## src/hw/rtl/tsq_pkg.sv

```systemverilog
`default_nettype none

package tsq_pkg;

    localparam int DEPTH_DEFAULT = 16;
    localparam int DATA_W        = 32;
    localparam int ACT_W         = 2;
    localparam int STAT_W        = 2;
    localparam int CAP_W         = 5;
    localparam int OP_W          = 2;

    localparam logic [CAP_W-1:0] CAPACITY_RESET = 5'd16;

    // Action codes on the input channel.
    localparam logic [ACT_W-1:0] ACT_ENQ   = 2'd0;
    localparam logic [ACT_W-1:0] ACT_DEQ   = 2'd1;
    localparam logic [ACT_W-1:0] ACT_FRONT = 2'd2;

    // Result status codes.
    localparam logic [STAT_W-1:0] ST_DONE  = 2'd0;
    localparam logic [STAT_W-1:0] ST_FULL  = 2'd1;
    localparam logic [STAT_W-1:0] ST_EMPTY = 2'd2;

    // Operation codes handed from the front end to the back end.
    localparam logic [OP_W-1:0] OP_NOP   = 2'd0;
    localparam logic [OP_W-1:0] OP_ENQ   = 2'd1;
    localparam logic [OP_W-1:0] OP_DEQ   = 2'd2;
    localparam logic [OP_W-1:0] OP_FRONT = 2'd3;

    typedef struct packed {
        logic [OP_W-1:0]   op;
        logic [DATA_W-1:0] data;
    } item_t;

endpackage

`default_nettype wire

```

## src/hw/rtl/tsq_fifo.sv

```systemverilog
`default_nettype none

module tsq_fifo (
    input  wire logic            clk,
    input  wire logic            rst_n,
    input  wire logic            wr_valid,
    output logic                 wr_ready,
    input  wire tsq_pkg::item_t  wr_item,
    output logic                 rd_valid,
    input  wire logic            rd_pop,
    output tsq_pkg::item_t       rd_item
);

    tsq_pkg::item_t slot_reg [2];
    logic       wr_ptr_reg;
    logic       wr_ptr_next;
    logic       rd_ptr_reg;
    logic       rd_ptr_next;
    logic [1:0] count_reg;
    logic [1:0] count_next;
    logic       do_wr;
    logic       do_rd;

    assign wr_ready = (count_reg != 2'd2);
    assign rd_valid = (count_reg != 2'd0);
    assign rd_item  = slot_reg[rd_ptr_reg];
    assign do_wr    = wr_valid && wr_ready;
    assign do_rd    = rd_pop && rd_valid;

    always_comb
    begin
        wr_ptr_next = do_wr ? ~wr_ptr_reg : wr_ptr_reg;
        rd_ptr_next = do_rd ? ~rd_ptr_reg : rd_ptr_reg;
        count_next  = count_reg;
        if (do_wr && !do_rd)
        begin
            count_next = count_reg + 2'd1;
        end
        else if (do_rd && !do_wr)
        begin
            count_next = count_reg - 2'd1;
        end
    end

    always_ff @(posedge clk or negedge rst_n)
    begin
        if (!rst_n)
        begin
            wr_ptr_reg <= 1'b0;
            rd_ptr_reg <= 1'b0;
            count_reg  <= 2'd0;
        end
        else
        begin
            wr_ptr_reg <= wr_ptr_next;
            rd_ptr_reg <= rd_ptr_next;
            count_reg  <= count_next;
        end
    end

    always_ff @(posedge clk)
    begin
        if (do_wr)
        begin
            slot_reg[wr_ptr_reg] <= wr_item;
        end
    end

endmodule

`default_nettype wire

```

## src/hw/rtl/tsq_front.sv

```systemverilog
`default_nettype none

module tsq_front (
    input  wire logic                        in_valid,
    output logic                             in_stall,
    input  wire logic [tsq_pkg::ACT_W-1:0]   action,
    input  wire logic [tsq_pkg::DATA_W-1:0]  value,
    output logic                             q_push,
    input  wire logic                        q_ready,
    output tsq_pkg::item_t                   q_item
);

    assign in_stall = !q_ready;
    assign q_push   = in_valid;

    // The value only matters for an enqueue, so it is dropped for the rest.
    always_comb
    begin
        q_item.data = '0;
        case (action)
            tsq_pkg::ACT_ENQ:
            begin
                q_item.op   = tsq_pkg::OP_ENQ;
                q_item.data = value;
            end
            tsq_pkg::ACT_DEQ:   q_item.op = tsq_pkg::OP_DEQ;
            tsq_pkg::ACT_FRONT: q_item.op = tsq_pkg::OP_FRONT;
            default:            q_item.op = tsq_pkg::OP_NOP;
        endcase
    end

endmodule

`default_nettype wire

```

## src/hw/rtl/tsq_back.sv

```systemverilog
`default_nettype none

module tsq_back #(
    parameter int DEPTH = tsq_pkg::DEPTH_DEFAULT
) (
    input  wire logic                         clk,
    input  wire logic                         rst_n,
    input  wire logic [tsq_pkg::CAP_W-1:0]    capacity,
    input  wire logic                         q_valid,
    input  wire tsq_pkg::item_t               q_item,
    output logic                              q_pop,
    output logic                              out_valid,
    input  wire logic                         out_stall,
    output logic [tsq_pkg::STAT_W-1:0]        status,
    output logic signed [tsq_pkg::DATA_W-1:0] value_out
);

    localparam int AW = (DEPTH > 1) ? $clog2(DEPTH) : 1;
    localparam int CW = $clog2(DEPTH + 1);
    localparam int MW = (CW > tsq_pkg::CAP_W) ? CW : tsq_pkg::CAP_W;

    localparam logic [1:0] S_IDLE = 2'd0;
    localparam logic [1:0] S_XFER = 2'd1;
    localparam logic [1:0] S_READ = 2'd2;

    logic [tsq_pkg::DATA_W-1:0] in_mem  [DEPTH];
    logic [tsq_pkg::DATA_W-1:0] out_mem [DEPTH];

    logic [1:0]    state_reg;
    logic [1:0]    state_next;
    logic [CW-1:0] in_count_reg;
    logic [CW-1:0] in_count_next;
    logic [CW-1:0] out_count_reg;
    logic [CW-1:0] out_count_next;
    logic          rd_pend_reg;
    logic          rd_pend_next;

    logic                        out_valid_reg;
    logic                        out_valid_next;
    logic [tsq_pkg::STAT_W-1:0]  status_reg;
    logic [tsq_pkg::STAT_W-1:0]  status_next;
    logic [tsq_pkg::DATA_W-1:0]  value_reg;
    logic [tsq_pkg::DATA_W-1:0]  value_next;

    logic                        in_wr_en;
    logic                        in_rd_en;
    logic [AW-1:0]               in_rd_addr;
    logic [tsq_pkg::DATA_W-1:0]  in_rdata_reg;
    logic                        out_wr_en;
    logic                        out_rd_en;
    logic [AW-1:0]               out_rd_addr;
    logic [tsq_pkg::DATA_W-1:0]  out_rdata_reg;

    logic [CW-1:0] in_m1;
    logic [CW-1:0] out_m1;
    logic          out_take;
    logic          slot_free;
    logic          in_full;
    logic          both_empty;

    assign in_m1       = in_count_reg - CW'(1);
    assign out_m1      = out_count_reg - CW'(1);
    assign in_rd_addr  = in_m1[AW-1:0];
    assign out_rd_addr = out_m1[AW-1:0];
    assign out_take    = out_valid_reg && !out_stall;
    assign slot_free   = !out_valid_reg || out_take;
    assign in_full     = (in_count_reg == CW'(DEPTH))
                      || (MW'(in_count_reg) >= MW'(capacity));
    assign both_empty  = (in_count_reg == '0) && (out_count_reg == '0);

    assign out_valid = out_valid_reg;
    assign status    = status_reg;
    assign value_out = value_reg;

    always_comb
    begin
        state_next     = state_reg;
        in_count_next  = in_count_reg;
        out_count_next = out_count_reg;
        rd_pend_next   = 1'b0;
        out_valid_next = out_take ? 1'b0 : out_valid_reg;
        status_next    = status_reg;
        value_next     = value_reg;
        q_pop          = 1'b0;
        in_wr_en       = 1'b0;
        in_rd_en       = 1'b0;
        out_wr_en      = 1'b0;
        out_rd_en      = 1'b0;

        case (state_reg)
            S_IDLE:
            begin
                if (q_valid && slot_free)
                begin
                    case (q_item.op)
                        tsq_pkg::OP_ENQ:
                        begin
                            q_pop          = 1'b1;
                            out_valid_next = 1'b1;
                            value_next     = '0;
                            if (in_full)
                            begin
                                status_next = tsq_pkg::ST_FULL;
                            end
                            else
                            begin
                                status_next   = tsq_pkg::ST_DONE;
                                in_wr_en      = 1'b1;
                                in_count_next = in_count_reg + CW'(1);
                            end
                        end
                        tsq_pkg::OP_DEQ, tsq_pkg::OP_FRONT:
                        begin
                            if (both_empty)
                            begin
                                q_pop          = 1'b1;
                                out_valid_next = 1'b1;
                                status_next    = tsq_pkg::ST_EMPTY;
                                value_next     = '0;
                            end
                            else if (out_count_reg == '0)
                            begin
                                // Refill first; the item stays queued and is
                                // taken again once the transfer is over.
                                state_next = S_XFER;
                            end
                            else
                            begin
                                q_pop      = 1'b1;
                                out_rd_en  = 1'b1;
                                state_next = S_READ;
                                if (q_item.op == tsq_pkg::OP_DEQ)
                                begin
                                    out_count_next = out_m1;
                                end
                            end
                        end
                        default:
                        begin
                            q_pop          = 1'b1;
                            out_valid_next = 1'b1;
                            status_next    = tsq_pkg::ST_DONE;
                            value_next     = '0;
                        end
                    endcase
                end
            end
            S_XFER:
            begin
                // One entry leaves the input stack per cycle; its read data is registered
                // and lands on the output stack in the next cycle.
                if (in_count_reg != '0)
                begin
                    in_rd_en      = 1'b1;
                    in_count_next = in_m1;
                    rd_pend_next  = 1'b1;
                end
                else
                begin
                    state_next = S_IDLE;
                end
                if (rd_pend_reg)
                begin
                    out_wr_en      = 1'b1;
                    out_count_next = out_count_reg + CW'(1);
                end
            end
            S_READ:
            begin
                out_valid_next = 1'b1;
                status_next    = tsq_pkg::ST_DONE;
                value_next     = out_rdata_reg;
                state_next     = S_IDLE;
            end
            default:
            begin
                state_next = S_IDLE;
            end
        endcase
    end

    always_ff @(posedge clk or negedge rst_n)
    begin
        if (!rst_n)
        begin
            state_reg     <= S_IDLE;
            in_count_reg  <= '0;
            out_count_reg <= '0;
            rd_pend_reg   <= 1'b0;
            out_valid_reg <= 1'b0;
        end
        else
        begin
            state_reg     <= state_next;
            in_count_reg  <= in_count_next;
            out_count_reg <= out_count_next;
            rd_pend_reg   <= rd_pend_next;
            out_valid_reg <= out_valid_next;
        end
    end

    always_ff @(posedge clk)
    begin
        status_reg <= status_next;
        value_reg  <= value_next;
    end

    always_ff @(posedge clk)
    begin
        if (in_wr_en)
        begin
            in_mem[in_count_reg[AW-1:0]] <= q_item.data;
        end
        if (in_rd_en)
        begin
            in_rdata_reg <= in_mem[in_rd_addr];
        end
    end

    always_ff @(posedge clk)
    begin
        if (out_wr_en)
        begin
            out_mem[out_count_reg[AW-1:0]] <= in_rdata_reg;
        end
        if (out_rd_en)
        begin
            out_rdata_reg <= out_mem[out_rd_addr];
        end
    end

    a_count_bound: assert property (@(posedge clk) disable iff (!rst_n)
        (out_count_reg <= CW'(DEPTH)) && (in_count_reg <= CW'(DEPTH)))
        else $error("stack count beyond depth");

    a_xfer_start_empty: assert property (@(posedge clk) disable iff (!rst_n)
        (state_reg == S_XFER) && !rd_pend_reg |-> (out_count_reg == '0))
        else $error("transfer started on a non-empty output stack");

    a_xfer_progress: assert property (@(posedge clk) disable iff (!rst_n)
        (state_reg == S_XFER) |-> (in_count_reg != '0) || rd_pend_reg)
        else $error("transfer state with nothing to move");

    a_read_slot: assert property (@(posedge clk) disable iff (!rst_n)
        (state_reg == S_READ) |-> !out_valid_reg)
        else $error("read result would overwrite a pending beat");

    a_pop_idle: assert property (@(posedge clk) disable iff (!rst_n)
        q_pop |-> (state_reg == S_IDLE) && q_valid && slot_free)
        else $error("queue popped outside idle");

endmodule

`default_nettype wire

```

## src/hw/rtl/two_stack_queue.sv

```systemverilog
// An input beat passes through the two-entry item FIFO; the back end then registers the result
// of an enqueue or refused/empty request, while a dequeue or front from a filled output stack
// first reads the output-stack memory and takes its value in S_READ; one that finds it empty
// first moves the n input-stack entries over, one per cycle through the input-stack read port.
// One enqueue per cycle unless out_stall holds a result; a dequeue or front waits for S_READ.
// Reset clears both stack counts, the item queue and the result valid, and sets capacity to 16.
`default_nettype none

module two_stack_queue #(
    parameter int DEPTH = tsq_pkg::DEPTH_DEFAULT
) (
    input  wire logic                         clk,
    input  wire logic                         rst_n,
    input  wire logic                         cfg_valid,
    output logic                              cfg_ready,
    input  wire logic [tsq_pkg::CAP_W-1:0]    capacity,
    input  wire logic                         in_valid,
    output logic                              in_stall,
    input  wire logic [tsq_pkg::ACT_W-1:0]    action,
    input  wire logic signed [tsq_pkg::DATA_W-1:0] value,
    output logic                              out_valid,
    input  wire logic                         out_stall,
    output logic [tsq_pkg::STAT_W-1:0]        status,
    output logic signed [tsq_pkg::DATA_W-1:0] value_out
);

    logic [tsq_pkg::CAP_W-1:0] capacity_reg;
    logic                      f_push;
    logic                      f_ready;
    tsq_pkg::item_t            f_item;
    logic                      b_valid;
    logic                      b_pop;
    tsq_pkg::item_t            b_item;

    assign cfg_ready = 1'b1;

    always_ff @(posedge clk or negedge rst_n)
    begin
        if (!rst_n)
        begin
            capacity_reg <= tsq_pkg::CAPACITY_RESET;
        end
        else if (cfg_valid && cfg_ready)
        begin
            capacity_reg <= capacity;
        end
    end

    tsq_front u_front (
        .in_valid (in_valid),
        .in_stall (in_stall),
        .action   (action),
        .value    (value),
        .q_push   (f_push),
        .q_ready  (f_ready),
        .q_item   (f_item)
    );

    tsq_fifo u_fifo (
        .clk      (clk),
        .rst_n    (rst_n),
        .wr_valid (f_push),
        .wr_ready (f_ready),
        .wr_item  (f_item),
        .rd_valid (b_valid),
        .rd_pop   (b_pop),
        .rd_item  (b_item)
    );

    tsq_back #(
        .DEPTH (DEPTH)
    ) u_back (
        .clk       (clk),
        .rst_n     (rst_n),
        .capacity  (capacity_reg),
        .q_valid   (b_valid),
        .q_item    (b_item),
        .q_pop     (b_pop),
        .out_valid (out_valid),
        .out_stall (out_stall),
        .status    (status),
        .value_out (value_out)
    );

endmodule

`default_nettype wire
```

## config.mk

```make
export PLATFORM = sky130hd
export DESIGN_NAME = two_stack_queue
export DESIGN_NICKNAME = d
export VERILOG_FILES = /design/src/hw/rtl/tsq_pkg.sv /design/src/hw/rtl/tsq_fifo.sv /design/src/hw/rtl/tsq_front.sv /design/src/hw/rtl/tsq_back.sv /design/src/hw/rtl/two_stack_queue.sv
export SDC_FILE = /design/constraint.sdc
export NUM_CORES = 1
export LEC_CHECK = 0
export BUFFER_PORTS_ARGS = -buffer_cell sky130_fd_sc_hd__clkbuf_2
export CORE_MARGIN = 2
export CORE_UTILIZATION = 45
export CTS_CLUSTER_SIZE = 24
export DETAILED_ROUTE_END_ITERATION = 10
export SLEW_MARGIN = 10
export SYNTH_ARGS = -nofsm -noshare
export SYNTH_HDL_FRONTEND = slang
export SYNTH_SLANG_ARGS = --single-unit
```

## constraint.sdc

```tcl
create_clock -name clk -period 5.9 [get_ports clk]
set_input_delay 1.475 -clock clk [delete_from_list [all_inputs] [get_ports clk]]
set_output_delay 1.475 -clock clk [all_outputs]
set_load 0.05 [all_outputs]
```

# --- Yosys cells after proc, flatten, opt, wreduce, memory -nomap -nowiden ---
# Memories as Yosys holds them, arrays and structs flattened. A register that Yosys moved wholly into a read port is not among the register bits.
# Index checks and enable logic that the tools add are counted.
totals:
  memories: 3
  ram_bits: 1092
  wordCells: 130
  regBits: 57
  output_inout_bits: 37
mem_list:
  columns: ["name", "words", "word_bits", "rd", "rd_ports_with_merged_regs", "write_ports", "line", "rtl"]
  rows:
  - ["u_back.in_mem", 16, 32, 1, 1, 1, "tsq_back.sv:26", "logic [tsq_pkg::DATA_W-1:0] in_mem [DEPTH];"]
  - ["u_back.out_mem", 16, 32, 1, 1, 1, "tsq_back.sv:27", "logic [tsq_pkg::DATA_W-1:0] out_mem [DEPTH];"]
  - ["u_fifo.slot_reg", 2, 34, 1, 0, 1, "tsq_fifo.sv:14", "tsq_pkg::item_t slot_reg [2];"]
op_classes:
  addsub: 6
  bitwise_logic: 2
  n_mux: 59
  eq_ne: 20
  n_reduce_logical: 28
  order_cmp: 1
op_table:
  columns: ["cell", "n"]
  rows:
  - ["32-bit 2-to-1 mux", 4]
  - ["32-bit case mux with 2 select lines", 1]
  - ["5-bit 2-to-1 mux", 10]
  - ["1-bit 2-to-1 mux", 28]
  - ["5-bit case mux with 2 select lines", 2]
  - ["2-bit 2-to-1 mux", 9]
  - ["2-bit != test (second input constant)", 7]
  - ["2-bit case mux with 2 select lines", 3]
  - ["5-bit by 1-bit adder with 5-bit output (second input constant)", 2]
  - ["5-bit zero test", 2]
  - ["5-bit by 1-bit subtractor with 5-bit output (second input constant)", 2]
  - ["2-bit equality test (second input constant)", 4]
  - ["2-bit by 1-bit != test with 1-bit output (second input constant)", 4]
  - ["2-bit nonzero test", 4]
  - ["1-bit logical AND", 7]
  - ["7-bit AND reduction", 1]
  - ["2-bit by 1-bit equality test with 1-bit output (second input constant)", 3]
  - ["2-bit case mux with 3 select lines", 1]
  - ["5-bit equality test (second input constant)", 1]
  - ["5-bit >= comparator", 1]
  - ["1-bit zero test", 5]
  - ["5-bit AND reduction", 1]
  - ["5-bit nonzero test", 1]
  - ["2-bit zero test", 2]
  - ["9 further kinds", 11]

# --- Logic depth before layout (Yosys ltp) ---
# Gate-level depths: netlist (run 1).
logic_depth:
  depth_word: 10
  depth_mapped: 12

# --- Cells and area by module ---
# From an unflattened synthesis (run 1), not the netlist that was laid out.
unflattened:
  hier_cells: 2047
  hier_area_um2: 46439.5
by_module_without_submodules:
  columns: ["module", "instances", "area_each_um2", "cells_per_inst", "seq_area_each_um2"]
  rows:
  - ["tsq_back", 1, 43141.4, 1869, 34042.6]
  - ["tsq_fifo", 1, 2798.9, 124, 2142.1]
  - ["tsq_front", 1, 305.3, 42, 0.0]
  - ["two_stack_queue", 1, 193.9, 12, 126.4]

# --- Worst setup path after synthesis (run 1) ---
# Ideal clock, no wire load.
synth_path:
  path_type: "input port to flip-flop"
  startpoint: "in out_stall"
  endpoint: "reg u_back.out_rdata_reg[0] (netlist bit) (read register of u_back.out_mem), enable pin"
  setup_ps: 501
  required_ps: 5399
  setup_slack_ps: 644
  arrival_time_ps: 4755
  path_stages: 2
  cell_sequence: "o2bb2ai_1 -> nor4_1"
synth_between:
  elab_chain_cells: 6
synth_rtl:
  columns: ["element", "line", "rtl"]
  rows:
  - ["from (decl)", "two_stack_queue.sv:22", "input wire logic out_stall,"]
  - ["1-bit zero test", "tsq_back.sv:65", "assign out_take = out_valid_reg && !out_stall;"]
  - ["1-bit logical AND", "tsq_back.sv:65", null]
  - ["1-bit logical OR", "tsq_back.sv:66", "assign slot_free = !out_valid_reg || out_take;"]
  - ["1-bit logical AND", "tsq_back.sv:93", "if (q_valid && slot_free)"]
  - ["1-bit 2-to-1 mux", "tsq_back.sv:93", null]
  - ["1-bit 2-to-1 mux", "tsq_back.sv:90", "case (state_reg)"]
  - ["via u_back.out_rd_en", "tsq_back.sv:50", "logic out_rd_en;"]
  - ["to (decl)", "tsq_back.sv:52", "logic [tsq_pkg::DATA_W-1:0] out_rdata_reg;"]
# The timed path passes the listed nets, and every way through them passes these cells.
# A chain may end at the register's enable or synchronous reset.

# --- Worst setup path after layout (run 1) ---
layout_path:
  startpoint: "reg u_fifo.rd_ptr_reg"
  endpoint: "mem u_back.in_mem[11][5] (netlist bit), enable pin"
layout_between:
  elab_chain_cells: 7
layout_rtl:
  columns: ["element", "line", "rtl"]
  rows:
  - ["from (decl)", "tsq_fifo.sv:17", "logic rd_ptr_reg;"]
  - ["from (signal assigned)", "tsq_fifo.sv:56", "rd_ptr_reg <= rd_ptr_next;"]
  - ["memory read 2 x 34 bit", null, null]
  - ["2-bit by 1-bit equality test with 1-bit output", "tsq_back.sv:95", "case (q_item.op)"]
  - ["1-bit 2-to-1 mux", "tsq_back.sv:95", null]
  - ["1-bit 2-to-1 mux", "tsq_back.sv:93", null]
  - ["1-bit 2-to-1 mux", "tsq_back.sv:90", null]
  - ["1-bit 2-to-1 mux", "tsq_back.sv:210", "if (in_wr_en)"]
  - ["1-bit 2-to-1 mux (not written as such)", "tsq_back.sv:212", "in_mem[in_count_reg[AW-1:0]] <= q_item.data;"]
  - ["to (decl)", "tsq_back.sv:26", null]
# Every way passes these cells.

==> results of run 1 <==
## worst reg2reg max path, delay by kind of cell, from the launching register on
kind	cells	cell delay [ps]
flip-flops	1	970
AO/OA/AOI/OAI	2	960
AND/OR/NAND/NOR	3	1580
## worst min-delay path by stage
stage / from / to
after detailed placement: u_back.out_count_reg[4] / u_back.out_count_reg[4]
final: u_back.out_count_reg[4] / u_back.out_count_reg[4]
after global placement: u_back.out_count_reg[4] / u_back.out_count_reg[4]
after floorplan: u_fifo.wr_ptr_reg / u_fifo.wr_ptr_reg
after global routing: u_back.out_rdata_reg[2] / u_back.value_out[2]
after CTS: u_back.out_count_reg[4] / u_back.out_count_reg[4]
## layout make-up
| type | instances | share of cell area (%) |
|---|---|---|
| clock buffer | 144 | 6.06 |
| tap | 1368 | 3.28 |
| inverter | 14 | 0.101 |
| clock inverter | 84 | 1.43 |
| timing repair buffer | 125 | 1.47 |
| antenna | 1 | 0.00480 |
| sequential | 1213 | 69.6 |
| multi-input combinational | 590 | 18.0 |
## metrics by stage
stage | cells | hold WS (ps) | total power [mW] | cell area, um2
finish | 3539 | 508 | 27.4 | 52200
global route | 3538 | 534 | 28.7 | 52200
CTS | 3537 | 507 | 27.8 | 52200
detailed placement | 3309 | 500 | 20.3 | 48200
global placement | 3309 | 489 | 20.1 | 48200
floorplan | 1910 | 461 | 18.0 | 46100
## cell usage after synthesis (13+ instances only)
cell type,n
nor3_1,15
nor2_1,27
nand2_1,17
mux2_2,33
dfrtp_1,22
and2_1,67
mux4_2,320
clkbuf_1,43
buf_6,20
ha_1,18
inv_1,13
edfxtp_1,1190
buf_2,25
## layer usage
layer / routed length (um) / share of wire [%]
met5: 0 / 0
met4: 2080 / 2.2
met3: 3350 / 3.6
met2: 48800 / 52
met1: 39000 / 42
## cell families (layout without fill, tap and decap cells)
kind of cell	count (synthesis)	in the layout	share of synthesized area (%)
DFF	1213	1213	78.8
muxes	355	355	16.5
and+or+nand+nor	167	167	2.09
buffers and inverters	107	367	1.27
AOI/OAI and AO/OA	33	33	0.497
adders and majority gates	18	18	0.489
xor gates and xnor gates	16	16	0.304
other	1	2	0.00814
## where the power goes
| part | switching, mW | internal [mW] | total [mW] | leakage [nW] |
|---|---|---|---|---|
| clock network | 3.17 | 4.34 | 7.51 | 1.93 |
| logic | 4.35 | 3.71 | 8.06 | 3.49 |
| registers | 0.711 | 11.2 | 11.9 | 11.1 |
==> impl_metrics.csv, run 1 <==
group,metric,value,unit
worst_setup_path,crit_family,"simple AND/OR/NAND/NOR gates",
worst_setup_path,worstRegToRegCells,5,
synth,yosys.area.top_type,"edfxtp_1",
job,drv_cap,0,
timing,finalSetupViolCount,0,
worst_setup_path,max_stage_delay,1010,ps
clock_tree,postCtsSetupBuffers,0,
synth,ys.flop_type,"edfxtp_1",
status,status,"finished, final reports clean",
worst_setup_path,cp-startpoint,"u_fifo.rd_ptr_reg",
global_route,grt_use_met3,2.72,%
timing,skew,26.1,ps
timing,worstMarginPinSlew,1230,ps
worst_setup_path,cp_cell_sequence,"nand2_1 > o32a_1 > a311oi_2 > nand3_1 > nor2b_4",
clock_tree,cts_root_buffer,"clkbuf_16",
finish,synthToLayoutAreaGrowth,13.3,%
detailed_routing,via_count,19600,
place,dp_hpwl,50300,um
clock_tree,clk_pin_slew,60,ps
timing,period_needed,3940,ps
finish,fill_cells,7920,
worst_setup_path,rr_endpoint,"u_back.in_mem[11][5]",
global_route,grt_pass1_wl,139000,um
clock_tree,cts_tree,"yes",
clock_tree,clock_latency,700,ps
detailed_routing,firstDrtPassIters,5,
timing,rsz0062_at_grt,"false",
min_path,worstHoldPathCells,1,
global_route,grt_use_met1,24.1,%
worst_setup_path,ff2ff_setup_slack,1960,ps
clock_tree,numCtsBuffers,121,
min_path,hold_path.class,"reg2reg",
synth,ys_ff_latch,1213,
detailed_routing,routedWlPerCell,26.4,um
finish,fin_nets,2127,
synth,syn_nets,1972,
clock_tree,ctsHoldBuffers,0,
worst_setup_path,critPathLaunchType,"flop",
synth,synth.avg_cell_area,24.1,um2
timing,fin_crit_sh,66.7,%
synth,synth.area.top_cells,"edfxtp_1 (78%), mux4_2 (16%), dfrtp_1 (1.2%)",
floorplan,initial_core_util,45.3,%
floorplan,die_area,0.105,mm2
worst_setup_path,cp_slowest_cell,"nor2b_4",
global_route,grt_max_degree,80,
pwr,peakVddDrop,0.434,mV
detailed_routing,drc,0,
finish,multiInputGateArea,0.00941,mm2
floorplan,chipWidth,324,um
clock_tree,htreeDepth,3,
timing,slew_headroom,17.5,%
floorplan,die_h,324,um
timing,setup_tns,0,ps
timing,maxSlewViolCount,0,
clock_tree,ctsResizeCount,0,
detailed_routing,vias_per_cell,5.54,
finish,regArea,0.0363,mm2
floorplan,coreArea,0.102,mm2
finish,final_common_cell,"edfxtp_1",
place,portBuffers,79,
global_route,grt-ovfl-total,0,
clock_tree,cts_buffer_depth,3,
timing,setup_slack,1960,ps
finish,drive_above_1_share,32.9,%
synth,netlist_area,0.0461,mm2
global_route,gr-usage-met2,31.9,%
pwr,powerDensity,526,mW/mm2
worst_setup_path,arrival,4230,ps
worst_setup_path,worst-path-buf-inv,0,
detailed_routing,drtIter0Drc,1765,
timing,hold_violations,0,
worst_setup_path,endpoint,"u_back.in_mem[11][5]",
place,place_worst_setup_slack,1510,ps
finish,final_core_utilization,51.4,%
worst_setup_path,r2r_start,"u_fifo.rd_ptr_reg",
worst_setup_path,crit_fanout,38,
pwr,p_leak,16.5,nW
timing,clock.fmax,0.254,GHz
worst_setup_path,worstSetupPathDepth,5,
synth,ys_warn_count,0,
worst_setup_path,crit_type,"reg2reg",
floorplan,row_count,117,
synth,ys_seq_area_share,78.8,%
worst_setup_path,crit_required,6200,ps
synth,synthDominantCellAreaShare,77.6,%
clock_tree,cts_num_sinks,1213,
floorplan,ioPinCount,81,
synth,synth_cell_type_count,52,
global_route,gr-max-usage-layer,"met2",
global_route,grt_pass1_vias,21200,
finish,mostFrequentLayoutCells,"edfxtp_1 (1190), mux4_2 (320), clkbuf_16 (121)",
synth,synthCells,1910,
global_route,grtUsageTotal,18.3,%
global_route,grt_antenna_before_repair,2,
synth,synthArstFlopShare,1.90,%
detailed_routing,ant_nets,0,
synth,synth_edf_count,1190,
place,gp_congestion,0.743,
detailed_routing,wl,93300,um
worst_setup_path,crit_path_end_kind,"flop",
Note: power is estimated with default switching activity, not from simulation.
==> run 2, diff against run 1 <==
==> constraint.sdc (replaced) <==
create_clock -name clk -period 3.7 [get_ports clk]
set_input_delay 0.925 -clock clk [delete_from_list [all_inputs] [get_ports clk]]
set_output_delay 0.925 -clock clk [all_outputs]
set_load 0.05 [all_outputs]
==> impl_metrics.csv, run 2 (same netlist as run 1, synthesis figures left out) <==
group,metric,value,unit
status,status,"finished, final reports clean",
place,gp_congestion,0.748,
floorplan,coreArea,0.102,mm2
place,portBuffers,79,
detailed_routing,wl,93100,um
worst_setup_path,crit_type,"reg2reg",
timing,worstMarginPinSlew,998,ps
place,place_worst_setup_slack,719,ps
timing,finalSetupViolCount,0,
detailed_routing,drtIter0Drc,2010,
pwr,peakVddDrop,0.652,mV
worst_setup_path,crit_fanout,22,
clock_tree,cts_tree,"yes",
timing,skew,32.3,ps
timing,maxSlewViolCount,0,
clock_tree,htreeDepth,3,
finish,final_common_cell,"edfxtp_1",
detailed_routing,highest_layer,"met4",
global_route,grt_antenna_before_repair,2,
timing,rsz0062_at_grt,"false",
global_route,grt_pass1_wl,139000,um
timing,setup_tns,0,ps
place,dp.cells,3332,
min_path,hold_path.class,"in2async",
global_route,grtUsageTotal,18.2,%
clock_tree,cts_buffer_depth,3,
clock_tree,cts_root_buffer,"clkbuf_16",
detailed_routing,routedWlPerCell,26.2,um
pwr,powerDensity,822,mW/mm2
clock_tree,ctsHoldBuffers,0,
global_route,grt_max_degree,114,
detailed_routing,drc,0,
finish,mostFrequentLayoutCells,"edfxtp_1 (1190), mux4_2 (320), clkbuf_16 (119)",
timing,slew_headroom,33.5,%
floorplan,die_h,324,um
floorplan,row_count,117,
clock_tree,clock_latency,690,ps
global_route,grt_pass1_vias,21400,
pwr,p_leak,16.5,nW
floorplan,ioPinCount,81,
global_route,grt-ovfl-total,0,
job,drv_cap,0,
worst_setup_path,worstRegToRegCells,8,
clock_tree,numCtsBuffers,119,
timing,setup_slack,659,ps
clock_tree,clk_pin_slew,70,ps
worst_setup_path,ff2ff_setup_slack,660,ps
finish,fin_nets,2147,
worst_setup_path,r2r_start,"u_back.in_count_reg[2]",
floorplan,die_area,0.105,mm2
detailed_routing,firstDrtPassIters,5,
finish,fin_cells,3549,
worst_setup_path,crit_path_end_kind,"flop",
detailed_routing,dr_wl_met3,4100,um
detailed_routing,ant_nets,0,
worst_setup_path,arrival,3360,ps
floorplan,initial_core_util,45.3,%
detailed_routing,m1WireLength,39400,um
timing,hold_violations,0,
clock_tree,cts_num_sinks,1213,
finish,fill_cells,7934,
worst_setup_path,rr_endpoint,"u_back.in_mem[15][18]",
detailed_routing,via_count,19900,
worst_setup_path,crit_required,4020,ps
clock_tree,ctsResizeCount,0,
detailed_routing,dr_wl_met2,47500,um
finish,synthToLayoutAreaGrowth,13.4,%
floorplan,chipWidth,324,um
worst_setup_path,critPathLaunchType,"flop",
timing,period_needed,3040,ps
finish,drive_above_1_share,32.2,%
detailed_routing,vias_per_cell,5.60,
clock_tree,postCtsSetupBuffers,0,
place,dp_hpwl,50200,um
timing,fin_crit_sh,82.2,%
timing,clock.fmax,0.329,GHz
[run 2: changes by cell type in the layout (fill, tap and decap cells not counted), sizes merged]
cell      change
buf          +22
bufinv       -10
clkbuf       +10
clkinv        -9
clkinvlp      -1
inv           -2
[run 2: worst max-delay path: stages, from the launching register on]
cell and delay (ps):
dfrtp_1 660, ha_1 340, a21oi_1 130, o21ai_0 140, a311oi_2 290, buf_4 230, nand3_1 280, nor2_4 170
buf_4 400
[run 2: where the power goes]
| part | total [mW] | internal [mW] | switching (mW) |
|---|---|---|---|
| logic | 13.3 | 6.12 | 7.20 |
| registers | 18.7 | 17.8 | 0.875 |
| clock network | 10.9 | 6.09 | 4.85 |
| total | 42.9 | 30.0 | 12.9 |
[run 2: worst max path at each step]
stage	cells past startpoint	slack [ps]	from	to
2_1_floorplan	10	-1000	u_back.in_count_reg[0]	u_back.in_mem[0][0]
3_3_place_gp	8	710	u_back.in_count_reg[2]	u_back.in_mem[12][18]
3_5_place_dp	8	720	u_back.in_count_reg[2]	u_back.in_mem[15][17]
4_1_cts	8	680	u_back.in_count_reg[2]	u_back.in_mem[15][18]
5_1_grt	8	530	u_back.in_count_reg[2]	u_back.in_mem[15][17]
6_report	8	660	u_back.in_count_reg[2]	u_back.in_mem[15][18]
[run 2: metal layers]
| metal | track usage (%) | vias to the layer above |
|---|---|---|
| met5 | 0 | - |
| met3 | 2.74 | 144 |
| met2 | 31.4 | 469 |
| met1 | 24.6 | 10800 |
| met4 | 4.52 | 0 |
| li1 | - | 8459 |
[run 2: cell type report]
| type | count | area, um2 | area share (%) |
|---|---|---|---|
| inverters | 14 | 52.6 | 0.101 |
| flip-flops and latches | 1213 | 36300 | 69.5 |
| clock buffers | 154 | 3150 | 6.03 |
| multi-input cells | 590 | 9450 | 18.1 |
| diodes | 1 | 2.50 | 0.00479 |
| clock inverters | 62 | 354 | 0.678 |
| well taps | 1368 | 1710 | 3.28 |
| repair buffers | 147 | 1210 | 2.31 |
[run 2: through the flow]
| stage | power (mW) | instance area [um2] | util, % | hold slack, ps |
|---|---|---|---|---|
| 6_report | 42.9 | 52200 | 51.4 | 245 |
| 5_1_grt | 44.8 | 52200 | 51.4 | 256 |
| 4_1_cts | 43.5 | 52200 | 51.4 | 222 |
| 3_5_place_dp | 32.6 | 48700 | 48.0 | 507 |
| 3_3_place_gp | 32.4 | 48700 | 48.0 | 495 |
| 2_1_floorplan | 28.7 | 46100 | - | 461 |
==> run 3, diff against run 2 <==
==> constraint.sdc (replaced) <==
create_clock -name clk -period 2.6 [get_ports clk]
set_input_delay 0.65 -clock clk [delete_from_list [all_inputs] [get_ports clk]]
set_output_delay 0.65 -clock clk [all_outputs]
set_load 0.05 [all_outputs]
==> impl_metrics.csv, run 3 (same netlist as run 1, synthesis figures left out) <==
group,metric,value,unit
status,status,"finished, final reports clean",
pwr,switching_power,19.0,mW
worst_setup_path,crit_path_end_kind,"flop",
timing,period_needed,2540,ps
detailed_routing,vias_per_cell,5.53,
min_path,worstHoldPathCells,3,
worst_setup_path,crit_type,"reg2reg",
worst_setup_path,cp-startpoint,"capacity_reg[4]",
worst_setup_path,r2r_start,"capacity_reg[4]",
finish,fin_cells,3608,
place,dp_hpwl,53800,um
global_route,grt_antenna_before_repair,0,
detailed_routing,drc,0,
job,drv_cap,0,
worst_setup_path,arrival,2920,ps
timing,skew,22.7,ps
floorplan,die_h,324,um
detailed_routing,firstDrtPassIters,5,
clock_tree,cts_tree,"yes",
timing,finalSetupViolCount,0,
place,gp_congestion,0.775,
place,portBuffers,79,
timing,fin_crit_sh,97.7,%
pwr,p_leak,17.1,nW
timing,maxSlewViolCount,0,
pwr,clkPwrFrac,26.3,%
timing,setup_tns,0,ps
place,dp.cells,3378,
clock_tree,clock_latency,690,ps
clock_tree,clk_pin_slew,60,ps
detailed_routing,via_count,19900,
floorplan,initial_core_util,45.3,%
global_route,grtUsageTotal,18.3,%
worst_setup_path,critPathLaunchType,"flop",
finish,synthToLayoutAreaGrowth,16.6,%
finish,final_common_cell,"edfxtp_1",
worst_setup_path,worstRegToRegCells,10,
finish,drive_above_1_share,35.2,%
timing,clock.fmax,0.394,GHz
pwr,power_frac_comb,32.1,%
detailed_routing,drtIter0Drc,1778,
worst_setup_path,crit_required,2980,ps
detailed_routing,routedWlPerCell,25.8,um
clock_tree,cts_num_sinks,1213,
floorplan,coreArea,0.102,mm2
global_route,grt_pass1_vias,21300,
detailed_routing,ant_nets,0,
detailed_routing,wl,93200,um
pwr,p_sw_share,29.8,%
place,place_area,0.0497,mm2
global_route,grt_pass1_wl,139000,um
min_path,hold_path.class,"in2reg",
clock_tree,numCtsBuffers,120,
timing,hold_violations,0,
finish,design_area,0.0537,mm2
pwr,peakVddDrop,0.831,mV
clock_tree,cts_buffer_depth,3,
finish,fin_nets,2204,
worst_setup_path,rr_endpoint,"u_back.in_mem[3][18]",
finish,num_antenna_cells,0,
timing,worstMarginPinSlew,697,ps
pwr,powerDensity,1190,mW/mm2
floorplan,die_area,0.105,mm2
timing,slew_headroom,53.5,%
worst_setup_path,ff2ff_setup_slack,60,ps
min_path,min_delay_worst_endpoint,"capacity_reg[3]",
pwr,p_int,44.7,mW
clock_tree,cts_root_buffer,"clkbuf_16",
floorplan,chipWidth,324,um
pwr,seq_power_share,41.6,%
finish,mostFrequentLayoutCells,"edfxtp_1 (1190), mux4_2 (320), clkbuf_16 (124)",
floorplan,ioPinCount,81,
global_route,grt_max_degree,52,
clock_tree,htreeDepth,3,
min_path,min_from,"capacity[3]",
floorplan,row_count,117,
global_route,grt-ovfl-total,0,
worst_setup_path,crit_fanout,16,
## run 3: cell types whose count changed in the layout (fill, tap and decap cells not counted), moves of 4 or more
cell / before / now
clkbuf_1: 31 / 21
clkinv_1: 41 / 29
nor3_2: 5 / 1
bufinv_16: 2 / 11
nor3_4: 4 / 8
buf_4: 44 / 51
and4_4: 0 / 8
and4_2: 8 / 0
buf_12: 24 / 68
clkinv_2: 11 / 29
clkbuf_16: 119 / 124
clkbuf_8: 4 / 0
## run 3: final cells by class
| type | instances | area, um2 |
|---|---|---|
| clock buffer | 144 | 3160 |
| timing repair buffer | 203 | 2240 |
| inverter | 14 | 67.6 |
| sequential | 1213 | 36300 |
| clock inverter | 76 | 657 |
| fill | 7808 | 47900 |
| tap | 1368 | 1710 |
| multi-input combinational | 590 | 9570 |
## run 3: stage by stage
| stage | hold slack (ps) | utilization (%) | setup WS (ps) | total power, mW |
|---|---|---|---|---|
| detailed placement | 503 | 48.9 | -20.1 | 47.8 |
| global placement | 502 | 48.9 | -78.5 | 47.4 |
| CTS | 120 | 52.8 | -0.580 | 64.6 |
| floorplan | 354 | - | -558 | 41.2 |
| finish | 167 | 52.9 | 60.4 | 63.7 |
| global route | 145 | 52.9 | -15.9 | 66.6 |
## run 3: worst max-delay path by stage
| stage | to | slack (ps) | cells past startpoint |
|---|---|---|---|
| 2_1_floorplan | u_back.in_mem[0][0] | -560 | 10 |
| 3_3_place_gp | u_back.in_mem[7][20] | -80 | 9 |
| 3_5_place_dp | u_back.in_mem[7][11] | -20 | 9 |
| 4_1_cts | u_back.in_mem[3][25] | -0.6 | 9 |
| 5_1_grt | u_back.in_mem[3][18] | -20 | 10 |
| 6_report | u_back.in_mem[3][18] | 60 | 10 |
## run 3: metal layers
metal	routed length [um]	vias to the layer above	share of wire, %	GRT usage [%]
met1	38800	10700	42	24.8
met4	1890	0	2.0	4.31
met3	4650	147	5.0	3.01
met2	47800	507	51	31.1
li1	-	8574	-	-
met5	0	-	0	0
## run 3: repair_timing
item	CTS	global route
buffers inserted	4	2
setup endpoints to repair	96	84
hold buffers	1	0
hold endpoints to repair	22	0
gates resized for setup	3	5
cloned	2	1
pin swaps	1	3
## run 3: power by group through the flow
| stage | Combinational, mW | Sequential [mW] | Clock [mW] |
|---|---|---|---|
| after floorplan | 13.9 | 27.3 | 0 |
| after global placement | 20.6 | 26.8 | 0 |
| after detailed placement | 20.9 | 26.9 | 0 |
| after CTS | 21.0 | 26.5 | 17.1 |
| after global routing | 22.0 | 26.7 | 17.9 |
| final | 20.5 | 26.5 | 16.8 |
## run 3: critical path: stages (launching register included)
cell and delay (ps):
dfstp_2 510, inv_1 70, ha_4 250, a21oi_2 120
o31ai_2 90, a311oi_2 270, buf_4 210, nand3_4 140
nor3_4 230, buf_4 150, buf_12 170
